$ cat src/hdl/rrr_pkg.sv
// ----------------------------------------------------------------------------
// rrr_pkg
// Shared widths, item and pixel records, and state codes for the rounded
// rectangle outline rasterizer.
// ----------------------------------------------------------------------------
package rrr_pkg;

  localparam int COORD_BITS  = 16;
  localparam int RADIUS_BITS = 11;
  localparam int COLOR_BITS  = 16;
  localparam int LW_BITS     = 6;
  localparam int HALF_BITS   = LW_BITS - 1;
  localparam int BAND_BITS   = LW_BITS + 1;
  localparam int EDGE_BITS   = COORD_BITS + 2;
  localparam int CIRC_BITS   = RADIUS_BITS + 1;
  localparam int CRAD_BITS   = RADIUS_BITS + 2;
  localparam int DEC_BITS    = 2 * CIRC_BITS + 4;
  localparam int IQ_DEPTH    = 2;
  localparam int OQ_DEPTH    = 4;
  localparam logic [LW_BITS-1:0] LW_RESET = LW_BITS'(1);

  typedef enum logic {
    KIND_DRAW = 1'b0,
    KIND_TICK = 1'b1
  } kind_e;

  typedef struct packed {
    kind_e                          kind;
    logic signed [COORD_BITS-1:0]   left_x;
    logic signed [COORD_BITS-1:0]   top_y;
    logic signed [COORD_BITS-1:0]   right_x;
    logic signed [COORD_BITS-1:0]   bottom_y;
    logic        [RADIUS_BITS-1:0]  corner_radius;
    logic        [COLOR_BITS-1:0]   color;
  } item_t;

  typedef struct packed {
    logic [COORD_BITS-1:0] x;
    logic [COORD_BITS-1:0] y;
    logic [COLOR_BITS-1:0] color;
    logic                  step_last;
    logic                  shape_done;
  } pixel_t;

  typedef enum logic [2:0] {
    PH_IDLE,
    PH_HEDGE,
    PH_VEDGE,
    PH_CSTART,
    PH_REG1,
    PH_REG2
  } phase_e;

  typedef enum logic [2:0] {
    ST_WAIT,
    ST_EMIT,
    ST_SETTLE,
    ST_SQUARE,
    ST_LAST
  } seq_e;

  typedef enum logic [1:0] {
    SQ_X,
    SQ_Y,
    SQ_R
  } sq_e;

endpackage

$ cat src/hdl/rrr_front.sv
// ----------------------------------------------------------------------------
// rrr_front
// Input side: takes items, classifies them and queues them for the back end.
// ----------------------------------------------------------------------------
module rrr_front import rrr_pkg::*; (
  input  logic  clk_i,
  input  logic  rst_ni,
  input  logic  push_i,
  input  logic  kind_bit_i,
  input  item_t item_i,
  output logic  full_o,
  output logic  item_valid_o,
  output item_t item_o,
  input  logic  item_take_i
);

  localparam int PW = $clog2(IQ_DEPTH);

  item_t           mem_q [IQ_DEPTH];
  logic [PW-1:0]   wr_q, wr_d, rd_q, rd_d;
  logic [PW:0]     cnt_q, cnt_d;
  logic            do_wr, do_rd;
  item_t           cls;

  always_comb begin
    cls      = item_i;
    cls.kind = kind_bit_i ? KIND_TICK : KIND_DRAW;
  end

  assign full_o       = (cnt_q == (PW+1)'(IQ_DEPTH));
  assign item_valid_o = (cnt_q != '0);
  assign item_o       = mem_q[rd_q];
  assign do_wr        = push_i && !full_o;
  assign do_rd        = item_take_i && item_valid_o;

  always_comb begin
    wr_d  = do_wr ? wr_q + PW'(1) : wr_q;
    rd_d  = do_rd ? rd_q + PW'(1) : rd_q;
    cnt_d = cnt_q + (PW+1)'(do_wr) - (PW+1)'(do_rd);
  end

  always_ff @(posedge clk_i or negedge rst_ni) begin
    if (!rst_ni) begin
      wr_q  <= '0;
      rd_q  <= '0;
      cnt_q <= '0;
    end else begin
      wr_q  <= wr_d;
      rd_q  <= rd_d;
      cnt_q <= cnt_d;
    end
  end

  always_ff @(posedge clk_i) begin
    if (do_wr) begin
      mem_q[wr_q] <= cls;
    end
  end

endmodule

$ cat src/hdl/rrr_out_q.sv
// ----------------------------------------------------------------------------
// rrr_out_q
// Result queue between the pixel sequencer and the result ports.
// ----------------------------------------------------------------------------
module rrr_out_q import rrr_pkg::*; (
  input  logic   clk_i,
  input  logic   rst_ni,
  input  logic   pix_valid_i,
  input  pixel_t pix_i,
  output logic   pix_full_o,
  output logic   empty_o,
  input  logic   pop_i,
  output pixel_t pix_o
);

  localparam int PW = $clog2(OQ_DEPTH);

  pixel_t          mem_q [OQ_DEPTH];
  logic [PW-1:0]   wr_q, wr_d, rd_q, rd_d;
  logic [PW:0]     cnt_q, cnt_d;
  logic            do_wr, do_rd;

  assign pix_full_o = (cnt_q == (PW+1)'(OQ_DEPTH));
  assign empty_o    = (cnt_q == '0);
  assign pix_o      = mem_q[rd_q];
  assign do_wr      = pix_valid_i && !pix_full_o;
  assign do_rd      = pop_i && !empty_o;

  always_comb begin
    wr_d  = do_wr ? wr_q + PW'(1) : wr_q;
    rd_d  = do_rd ? rd_q + PW'(1) : rd_q;
    cnt_d = cnt_q + (PW+1)'(do_wr) - (PW+1)'(do_rd);
  end

  always_ff @(posedge clk_i or negedge rst_ni) begin
    if (!rst_ni) begin
      wr_q  <= '0;
      rd_q  <= '0;
      cnt_q <= '0;
    end else begin
      wr_q  <= wr_d;
      rd_q  <= rd_d;
      cnt_q <= cnt_d;
    end
  end

  always_ff @(posedge clk_i) begin
    if (do_wr) begin
      mem_q[wr_q] <= pix_i;
    end
  end

endmodule

$ cat src/hdl/rrr_back.sv
// ----------------------------------------------------------------------------
// rrr_back
// Pixel sequencer: latches shapes, steps edges and midpoint circles, and
// emits each tick's pixels into the result queue.
// ----------------------------------------------------------------------------
module rrr_back import rrr_pkg::*; (
  input  logic               clk_i,
  input  logic               rst_ni,
  input  logic [LW_BITS-1:0] line_width_i,
  input  logic               item_valid_i,
  input  item_t              item_i,
  output logic               item_take_o,
  output logic               pix_valid_o,
  output pixel_t             pix_o,
  input  logic               pix_full_i
);

  localparam int CB = COORD_BITS;
  localparam int EB = EDGE_BITS;
  localparam int DB = DEC_BITS;
  localparam int MB = 2 * (CIRC_BITS + 1);

  seq_e   seq_q, seq_d;
  phase_e phase_q, phase_d;
  sq_e    sq_q, sq_d;
  logic [1:0] k_q, k_d;
  logic       tick_q, tick_d;

  logic [LW_BITS-1:0]           lw_q, lw_d, pass_q, pass_d;
  logic [HALF_BITS-1:0]         half_q, half_d;
  logic signed [CB-1:0]         l_q, l_d, t_q, t_d, r_q, r_d, b_q, b_d;
  logic [RADIUS_BITS-1:0]       rad_q, rad_d;
  logic [COLOR_BITS-1:0]        color_q, color_d;
  logic signed [EB-1:0]         lpr_q, lpr_d, rmr_q, rmr_d, tmr_q, tmr_d, bpr_q, bpr_d;
  logic signed [EB-1:0]         edge_q, edge_d;
  logic signed [BAND_BITS-1:0]  band_q, band_d;
  logic [CIRC_BITS-1:0]         crad_q, crad_d, cx_q, cx_d, cy_q, cy_d;
  logic signed [DB-1:0]         dec_q, dec_d;
  logic [CB-1:0]                hx_q, hx_d, hy_q, hy_d;

  // combinational helpers
  logic [1:0]                   n_last;
  logic [CB-1:0]                px, py;
  logic [CB-1:0]                rad16, band16, cx16, cy16;
  logic signed [EB-1:0]         i_rad, i_l, i_t, i_r, i_b;
  logic signed [BAND_BITS-1:0]  half_s, neg_half, band_nx, neg_half_new;
  logic signed [EB-1:0]         edge_nx;
  logic signed [CRAD_BITS-1:0]  cr_val;
  logic signed [CIRC_BITS:0]    sq_op;
  logic signed [MB-1:0]         sq_prod;
  logic signed [DB-1:0]         dec_a, cx_s, cy_s, cxn_s, cyn_s, prod2;
  logic [CIRC_BITS-1:0]         cy_m1, cx_p1;

  assign half_s   = $signed(BAND_BITS'(half_q));
  assign neg_half = -half_s;
  assign neg_half_new = -$signed(BAND_BITS'(line_width_i >> 1));
  assign rad16    = CB'(rad_q);
  assign band16   = CB'(band_q);
  assign cx16     = CB'(cx_q);
  assign cy16     = CB'(cy_q);

  assign i_rad = $signed(EB'(item_i.corner_radius));
  assign i_l   = EB'(item_i.left_x);
  assign i_t   = EB'(item_i.top_y);
  assign i_r   = EB'(item_i.right_x);
  assign i_b   = EB'(item_i.bottom_y);

  // pixel of the current step selected by k_q
  always_comb begin
    n_last = 2'd3;
    px     = '0;
    py     = '0;
    unique case (phase_q)
      PH_HEDGE: begin
        n_last = 2'd1;
        px     = edge_q[CB-1:0];
        py     = ((k_q == 2'd0) ? t_q : b_q) - band16;
      end
      PH_VEDGE: begin
        n_last = 2'd1;
        px     = ((k_q == 2'd0) ? l_q : r_q) + band16;
        py     = edge_q[CB-1:0];
      end
      PH_REG1, PH_REG2: begin
        px = k_q[1] ? (l_q + rad16 - cx16) : (r_q - rad16 + cx16);
        py = k_q[0] ? (t_q - rad16 + cy16) : (b_q + rad16 - cy16);
      end
      default: begin
        n_last = 2'd3;
      end
    endcase
  end

  // one square per cycle while opening region two
  always_comb begin
    unique case (sq_q)
      SQ_X:    sq_op = $signed({1'b0, cx_q});
      SQ_Y:    sq_op = $signed({1'b0, cy_q}) - (CIRC_BITS+1)'(1);
      default: sq_op = $signed({1'b0, crad_q});
    endcase
    sq_prod = sq_op * sq_op;
    prod2   = DB'(sq_prod) <<< 1;
  end

  assign cr_val = $signed(CRAD_BITS'(rad_q)) - $signed(CRAD_BITS'(half_q))
                + $signed(CRAD_BITS'(pass_q));
  assign cy_m1  = cy_q - CIRC_BITS'(1);
  assign cx_p1  = cx_q + CIRC_BITS'(1);
  assign cx_s   = $signed(DB'(cx_q));
  assign cy_s   = $signed(DB'(cy_q));
  assign cxn_s  = $signed(DB'(cx_p1));
  assign cyn_s  = $signed(DB'(cy_m1));

  // next state
  always_comb begin
    seq_d   = seq_q;   phase_d = phase_q; sq_d  = sq_q;   k_d    = k_q;
    tick_d  = tick_q;  lw_d    = lw_q;    pass_d = pass_q; half_d = half_q;
    l_d = l_q; t_d = t_q; r_d = r_q; b_d = b_q; rad_d = rad_q; color_d = color_q;
    lpr_d = lpr_q; rmr_d = rmr_q; tmr_d = tmr_q; bpr_d = bpr_q;
    edge_d = edge_q; band_d = band_q; crad_d = crad_q;
    cx_d = cx_q; cy_d = cy_q; dec_d = dec_q; hx_d = hx_q; hy_d = hy_q;
    band_nx = band_q + BAND_BITS'(1);
    edge_nx = edge_q;
    dec_a   = dec_q;

    unique case (seq_q)
      ST_WAIT: begin
        if (item_valid_i) begin
          if (item_i.kind == KIND_DRAW) begin
            l_d     = item_i.left_x;
            t_d     = item_i.top_y;
            r_d     = item_i.right_x;
            b_d     = item_i.bottom_y;
            rad_d   = item_i.corner_radius;
            color_d = item_i.color;
            lpr_d   = i_l + i_rad;
            rmr_d   = i_r - i_rad;
            tmr_d   = i_t - i_rad;
            bpr_d   = i_b + i_rad;
            lw_d    = line_width_i;
            half_d  = HALF_BITS'(line_width_i >> 1);
            band_d  = neg_half_new;
            edge_d  = i_l + i_rad;
            pass_d  = '0;
            phase_d = PH_HEDGE;
            tick_d  = 1'b0;
            seq_d   = ST_SETTLE;
          end else if (phase_q != PH_IDLE) begin
            tick_d = 1'b1;
            k_d    = '0;
            seq_d  = ST_EMIT;
          end
        end
      end

      ST_EMIT: begin
        if (k_q != n_last) begin
          if (!pix_full_i) begin
            k_d = k_q + 2'd1;
          end
        end else begin
          hx_d  = px;
          hy_d  = py;
          seq_d = ST_SETTLE;
          unique case (phase_q)
            PH_HEDGE: begin
              edge_nx = edge_q + EB'(1);
              edge_d  = edge_nx;
              if (edge_nx > rmr_q) begin
                edge_d = lpr_q;
                band_d = band_nx;
                if (band_nx > half_s) begin
                  phase_d = PH_VEDGE;
                  band_d  = neg_half;
                  edge_d  = tmr_q;
                end
              end
            end
            PH_VEDGE: begin
              edge_nx = edge_q - EB'(1);
              edge_d  = edge_nx;
              if (edge_nx < bpr_q) begin
                edge_d = tmr_q;
                band_d = band_nx;
                if (band_nx > half_s) begin
                  phase_d = PH_CSTART;
                  pass_d  = '0;
                end
              end
            end
            PH_REG1: begin
              if (dec_q >= 0) begin
                cy_d  = cy_m1;
                dec_a = dec_q - (cyn_s <<< 2);
              end
              dec_d = dec_a + DB'(6) + (cx_s <<< 2);
              cx_d  = cx_p1;
            end
            PH_REG2: begin
              if (dec_q <= 0) begin
                cx_d  = cx_p1;
                dec_a = dec_q + (cxn_s <<< 2);
              end
              cy_d  = cy_m1;
              dec_d = dec_a + DB'(6) - (cyn_s <<< 2);
            end
            default: begin
              phase_d = PH_IDLE;
            end
          endcase
        end
      end

      ST_SETTLE: begin
        unique case (phase_q)
          PH_HEDGE: begin
            if (lpr_q > rmr_q) begin
              phase_d = PH_VEDGE;
              band_d  = neg_half;
              edge_d  = tmr_q;
            end else begin
              seq_d = tick_q ? ST_LAST : ST_WAIT;
            end
          end
          PH_VEDGE: begin
            if (tmr_q < bpr_q) begin
              phase_d = PH_CSTART;
              pass_d  = '0;
            end else begin
              seq_d = tick_q ? ST_LAST : ST_WAIT;
            end
          end
          PH_CSTART: begin
            if (pass_q >= lw_q) begin
              phase_d = PH_IDLE;
              seq_d   = tick_q ? ST_LAST : ST_WAIT;
            end else if (cr_val < $signed(CRAD_BITS'(1))) begin
              pass_d = pass_q + LW_BITS'(1);
            end else begin
              crad_d  = cr_val[CIRC_BITS-1:0];
              cx_d    = '0;
              cy_d    = cr_val[CIRC_BITS-1:0];
              dec_d   = DB'(3) - (DB'(cr_val) <<< 1);
              phase_d = PH_REG1;
            end
          end
          PH_REG1: begin
            if (cy_q > cx_q) begin
              seq_d = tick_q ? ST_LAST : ST_WAIT;
            end else begin
              sq_d  = SQ_X;
              seq_d = ST_SQUARE;
            end
          end
          PH_REG2: begin
            if (cy_q != '0) begin
              seq_d = tick_q ? ST_LAST : ST_WAIT;
            end else begin
              pass_d  = pass_q + LW_BITS'(1);
              phase_d = PH_CSTART;
            end
          end
          default: begin
            phase_d = PH_IDLE;
            seq_d   = tick_q ? ST_LAST : ST_WAIT;
          end
        endcase
      end

      // 2x^2 + 2x + 1, then + 2(y-1)^2, then - 2r^2
      ST_SQUARE: begin
        unique case (sq_q)
          SQ_X: begin
            dec_d = prod2 + (cx_s <<< 1) + DB'(1);
            sq_d  = SQ_Y;
          end
          SQ_Y: begin
            dec_d = dec_q + prod2;
            sq_d  = SQ_R;
          end
          default: begin
            dec_d   = dec_q - prod2;
            phase_d = PH_REG2;
            seq_d   = ST_SETTLE;
          end
        endcase
      end

      ST_LAST: begin
        if (!pix_full_i) begin
          seq_d = ST_WAIT;
        end
      end

      default: begin
        seq_d = ST_WAIT;
      end
    endcase
  end

  // outputs
  always_comb begin
    item_take_o = 1'b0;
    pix_valid_o = 1'b0;
    pix_o       = '{x: px, y: py, color: color_q, step_last: 1'b0, shape_done: 1'b0};
    unique case (seq_q)
      ST_WAIT: item_take_o = 1'b1;
      ST_EMIT: pix_valid_o = (k_q != n_last);
      ST_LAST: begin
        pix_valid_o = 1'b1;
        pix_o = '{x: hx_q, y: hy_q, color: color_q, step_last: 1'b1,
                  shape_done: (phase_q == PH_IDLE)};
      end
      default: pix_valid_o = 1'b0;
    endcase
  end

  always_ff @(posedge clk_i or negedge rst_ni) begin
    if (!rst_ni) begin
      seq_q   <= ST_WAIT;
      phase_q <= PH_IDLE;
      sq_q    <= SQ_X;
      k_q     <= '0;
      tick_q  <= 1'b0;
      lw_q    <= '0;
      pass_q  <= '0;
      half_q  <= '0;
      band_q  <= '0;
      edge_q  <= '0;
      cx_q    <= '0;
      cy_q    <= '0;
      crad_q  <= '0;
      dec_q   <= '0;
    end else begin
      seq_q   <= seq_d;
      phase_q <= phase_d;
      sq_q    <= sq_d;
      k_q     <= k_d;
      tick_q  <= tick_d;
      lw_q    <= lw_d;
      pass_q  <= pass_d;
      half_q  <= half_d;
      band_q  <= band_d;
      edge_q  <= edge_d;
      cx_q    <= cx_d;
      cy_q    <= cy_d;
      crad_q  <= crad_d;
      dec_q   <= dec_d;
    end
  end

  always_ff @(posedge clk_i) begin
    l_q     <= l_d;
    t_q     <= t_d;
    r_q     <= r_d;
    b_q     <= b_d;
    rad_q   <= rad_d;
    color_q <= color_d;
    lpr_q   <= lpr_d;
    rmr_q   <= rmr_d;
    tmr_q   <= tmr_d;
    bpr_q   <= bpr_d;
    hx_q    <= hx_d;
    hy_q    <= hy_d;
  end

endmodule

$ cat src/hdl/rounded_rect_outline_rasterizer.sv
// ----------------------------------------------------------------------------
// rounded_rect_outline_rasterizer
// Outline of a rounded rectangle: straight edges, then midpoint-circle corners.
// ----------------------------------------------------------------------------
//   channel  handshake               payload
//   input    push / full             kind, left_x, top_y, right_x, bottom_y,
//                                    corner_radius, color
//   result   empty / pop             pixel_x, pixel_y, pixel_color,
//                                    step_last, shape_done
//   config   cfg_valid / cfg_ready   line_width (always ready)
//
// The sequencer works on one item at a time. A tick is taken from the queue,
// emits every pixel of the current step but the last, updates the step, settles
// and then sends the last pixel; pass changes add a settle step each, and the
// squares of x, y and r are formed on entering region two.
// A full result queue stalls the sequencer; a two-item input queue lets
// items arrive meanwhile. Reset clears all control state, line_width to 1.
module rounded_rect_outline_rasterizer import rrr_pkg::*; (
  input  logic                          clk_i,
  input  logic                          rst_ni,
  input  logic                          push,
  output logic                          full,
  input  logic                          kind_i,
  input  logic signed [COORD_BITS-1:0]  left_x_i,
  input  logic signed [COORD_BITS-1:0]  top_y_i,
  input  logic signed [COORD_BITS-1:0]  right_x_i,
  input  logic signed [COORD_BITS-1:0]  bottom_y_i,
  input  logic [RADIUS_BITS-1:0]        corner_radius_i,
  input  logic [COLOR_BITS-1:0]         color_i,
  output logic                          empty,
  input  logic                          pop,
  output logic signed [COORD_BITS-1:0]  pixel_x_o,
  output logic signed [COORD_BITS-1:0]  pixel_y_o,
  output logic [COLOR_BITS-1:0]         pixel_color_o,
  output logic                          step_last_o,
  output logic                          shape_done_o,
  input  logic                          cfg_valid_i,
  output logic                          cfg_ready_o,
  input  logic [LW_BITS-1:0]            cfg_data_i
);

  logic [LW_BITS-1:0] line_width_q;
  item_t  in_item, q_item;
  logic   q_valid, q_take;
  logic   pix_valid, pix_full;
  pixel_t pix, out_pix;

  assign cfg_ready_o = 1'b1;

  always_ff @(posedge clk_i or negedge rst_ni) begin
    if (!rst_ni) begin
      line_width_q <= LW_RESET;
    end else if (cfg_valid_i && cfg_ready_o) begin
      line_width_q <= cfg_data_i;
    end
  end

  always_comb begin
    in_item = '{kind: KIND_DRAW, left_x: left_x_i, top_y: top_y_i, right_x: right_x_i,
                bottom_y: bottom_y_i, corner_radius: corner_radius_i, color: color_i};
  end

  rrr_front u_front (
    .clk_i        (clk_i),
    .rst_ni       (rst_ni),
    .push_i       (push),
    .kind_bit_i   (kind_i),
    .item_i       (in_item),
    .full_o       (full),
    .item_valid_o (q_valid),
    .item_o       (q_item),
    .item_take_i  (q_take)
  );

  rrr_back u_back (
    .clk_i        (clk_i),
    .rst_ni       (rst_ni),
    .line_width_i (line_width_q),
    .item_valid_i (q_valid),
    .item_i       (q_item),
    .item_take_o  (q_take),
    .pix_valid_o  (pix_valid),
    .pix_o        (pix),
    .pix_full_i   (pix_full)
  );

  rrr_out_q u_out_q (
    .clk_i       (clk_i),
    .rst_ni      (rst_ni),
    .pix_valid_i (pix_valid),
    .pix_i       (pix),
    .pix_full_o  (pix_full),
    .empty_o     (empty),
    .pop_i       (pop),
    .pix_o       (out_pix)
  );

  assign pixel_x_o     = out_pix.x;
  assign pixel_y_o     = out_pix.y;
  assign pixel_color_o = out_pix.color;
  assign step_last_o   = out_pix.step_last;
  assign shape_done_o  = out_pix.shape_done;

endmodule

$ cat config.mk
export PLATFORM = sky130hd
export DESIGN_NAME = rounded_rect_outline_rasterizer
export DESIGN_NICKNAME = d
export VERILOG_FILES = /design/src/hdl/rrr_pkg.sv /design/src/hdl/rrr_front.sv /design/src/hdl/rrr_out_q.sv /design/src/hdl/rrr_back.sv /design/src/hdl/rounded_rect_outline_rasterizer.sv
export SDC_FILE = /design/constraint.sdc
export NUM_CORES = 2
export LEC_CHECK = 0
export BUFFER_PORTS_ARGS = -buffer_cell sky130_fd_sc_hd__buf_2
export CORE_ASPECT_RATIO = 0.8
export CORE_MARGIN = 3
export CORE_UTILIZATION = 48
export CTS_BUF_LIST = sky130_fd_sc_hd__clkbuf_4 sky130_fd_sc_hd__clkbuf_8
export CTS_CLUSTER_SIZE = 10
export DETAILED_ROUTE_END_ITERATION = 12
export GPL_TIMING_DRIVEN = 0
export PLACE_DENSITY_LB_ADDON = 0.12
export SKIP_CTS_REPAIR_TIMING = 1
export SYNTH_ARGS = -nofsm -noshare
export SYNTH_HDL_FRONTEND = slang
export SYNTH_SLANG_ARGS = --single-unit
$ cat constraint.sdc
create_clock -name clk_i -period 21 [get_ports clk_i]
set_clock_uncertainty 0.05 [all_clocks]
set_input_delay 2.1 -clock clk_i [delete_from_list [all_inputs] [get_ports clk_i]]
set_output_delay 2.1 -clock clk_i [all_outputs]
set_load 0.01 [all_outputs]
==> impl_metrics.ini <==
[setup_path]
reg2reg_slack_ns = 8.59
critPathSlowestCell = xnor2_1
r2r_start = u_back.cy_q[0]
ff2ff_path_depth = 37
cpLargestDelayFamily = adder cells
path_class = reg2reg
crit_required_ns = 21.63
path_buf_inv = 7
cp_data_arrival_time_ns = 13.04
cp_common_cell = inv_1
end_kind = flop
max_stage_delay_ns = 0.87
cp_max_fo = 8
start_kind = flop
worstReg2RegEnd = u_back.dec_q[25]

[routing]
drt_pass1_iterations = 6
route.detailed.drc = 0
post_drt_wl_per_cell_um = 23.8
routed_via_density = 5.82
ant_nets = 0
vias = 40300
drtIter0Drc = 3876
drt-total-wl_um = 164000

[cts]
cts.clk_slew.worst_paths_ns = 0.06
clock_latency_ns = 0.84
cts_max_level = 3
cts_sinks = 704
cts_buffers = 113
cts_tree = yes
cts_root_buf = clkbuf_8
cts.path.max_buffers = 3

[yosys]
synth_top_area_share = 0.328
seq_area_frac_synth = 0.390
syn_area_mm2 = 0.0526
synthDistinctLibCells = 95
synth_async_sr_flop_share = 0.183
avgSynthCellArea_um2 = 10.3
synth_edf_count = 575
synth_ff_type = edfxtp_1
synth_area_leaders = edfxtp_1 (33%), ha_1 (11%), fa_1 (7.5%)
ys_ff_latch = 704
ys_warn_count = 0
yosysTopAreaCell = edfxtp_1
syn_inst = 5122

[grt]
antenna_found_initial = 5
grt_pass1_vias = 38600
track_usage = 0.287
grt_first_pass_wirelength_um = 243000
grt_overflow = 0
grt_max_degree = 79

[floorplanning]
die_width_um = 376
design.die.area_mm2 = 0.114
rows = 107
io_pins = 156
initial_utilization = 0.489
die-height_um = 302
core_area_mm2 = 0.108

[run_status]
status = complete, but fails checks
violations = capacitance limit

[placement]
dp.cells = 6705
post-dp-hpwl_um = 131000
place.gp.congestion = 0.979
portBuffers = 153

[final_layout]
syn_to_final_growth_pct = 9.99
final_nets = 6166
fill_cells = 9645
stdcell_count = 6919
drive_above_1_share = 0.107

[timing]
slew_viol_final = 0
slew_headroom = 0.0235
final.min_clock_period_ns = 12.41
finalSetupViolCount = 0
tightest_slew_ns = 1.45
hold_slack_ns = 0.444
final.setup.tns_ns = 0
finalCritPeriodShare = 0.591
fmaxAchievable_ghz = 0.0805
grt_setup_unrepaired = false
finalHoldViolCount = 0

[min_path]
hold_class = reg2reg
min_delay_path_depth = 0
holdCritStartpoint = u_back.color_q[7]
whs_endpoint = u_out_q.mem_q[0][9]

[flow_run]
drv_cap = 1
==> metal layers <==
metal | GRT usage | up-vias | wire [µm]
li1 | - | 18800 | -
met1 | 0.421 | 19600 | 75000
met2 | 0.409 | 1642 | 67500
met3 | 0.0960 | 209 | 18300
met4 | 0.0673 | 2 | 3610
met5 | 0 | - | 17
==> cell usage after synthesis, types with 39 or more instances <==
cell	n
a21oi_1	225
nand2b_1	45
o21a_1	44
dfrtp_1	128
edfxtp_1	575
nor2b_1	43
nand2_1	404
xor2_1	122
nor3_1	96
nand3_1	94
fa_1	196
ha_1	464
a21o_1	110
mux4_2	50
o21ai_0	285
nor2_1	395
and3_1	39
a211oi_1	43
mux2_2	112
a31oi_1	45
mux2i_1	56
xnor2_1	268
clkbuf_1	134
o211ai_1	49
inv_1	593
==> cells by family after synthesis <==
group | after synthesis | synth area share
and+or+nand+nor | 1292 | 0.113
AOI/OAI and AO/OA | 1094 | 0.136
buffers and inverters | 761 | 0.0548
DFF | 704 | 0.390
adders and majority gates | 660 | 0.185
xor gates and xnor gates | 391 | 0.0653
muxes | 218 | 0.0561
other | 2 | 0.000143
==> final cells by class <==
| type | count | area, µm² | share of cell area |
|---|---|---|---|
| Antenna cell | 3 | 7.51 | 0.000130 |
| Buffer | 160 | 631 | 0.0109 |
| Clock buffer | 176 | 2100 | 0.0364 |
| Clock inverter | 35 | 299 | 0.00517 |
| Inverter | 601 | 2260 | 0.0390 |
| Multi-Input combinational cell | 3659 | 29300 | 0.506 |
| Sequential cell | 704 | 20500 | 0.354 |
| Tap cell | 1417 | 1770 | 0.0307 |
| Timing Repair Buffer | 164 | 1010 | 0.0175 |
==> cell usage in the layout (no fill, tap or decap), types with 132 or more instances in the layout <==
cell type  instances
inv_1            593
edfxtp_1         575
ha_1             464
nand2_1          404
nor2_1           393
o21ai_0          285
xnor2_1          268
a21oi_1          225
fa_1             196
buf_2            156
clkbuf_1         132
==> metrics by stage <==
stage	util	setup slack, ns	cell area [µm²]
after CTS	0.538	8.77	57800
final	0.538	8.59	57800
after global placement	0.513	8.87	55100
after detailed placement	0.516	8.84	55400
after global routing	0.538	7.67	57800
after floorplan	-	11.16	52600
==> worst max-delay path by stage <==
| stage | depth (start not counted) | slack, ns | start | to |
|---|---|---|---|---|
| 2_1_floorplan | 42 | 11.16 | u_back.cy_q[3] | u_back.dec_q[27] |
| 3_3_place_gp | 37 | 8.87 | u_back.cy_q[0] | u_back.dec_q[25] |
| 3_5_place_dp | 37 | 8.84 | u_back.cy_q[0] | u_back.dec_q[27] |
| 4_1_cts | 39 | 8.77 | u_back.cy_q[2] | u_back.dec_q[25] |
| 5_1_grt | 39 | 7.67 | u_back.cy_q[2] | u_back.dec_q[25] |
| 6_report | 37 | 8.59 | u_back.cy_q[0] | u_back.dec_q[25] |
==> sequential cells by signal (all words and copies together), names as in the netlist, 17 cells and up, named ones only <==
register	count
u_front.mem_q	184
u_back.rmr_q	17
u_back.lpr_q	17
u_back.dec_q	27
u_back.tmr_q	17
u_out_q.mem_q	200
u_back.bpr_q	17
u_back.edge_q	18
==> worst register-to-register path, delay by kind of cell (launching register included) <==
kind	cells	cell delay [ns]
adders and majority gates	9	3.67
AOI/OAI and AO/OA	10	3.30
and+or+nand+nor	8	2.44
xor gates and xnor gates	3	1.19
buffers and inverters	7	1.13
DFF	1	0.51
Power is left out: the tool's default activity adds up to more than one toggle a clock period on the data nets, which glitch-free logic cannot reach.
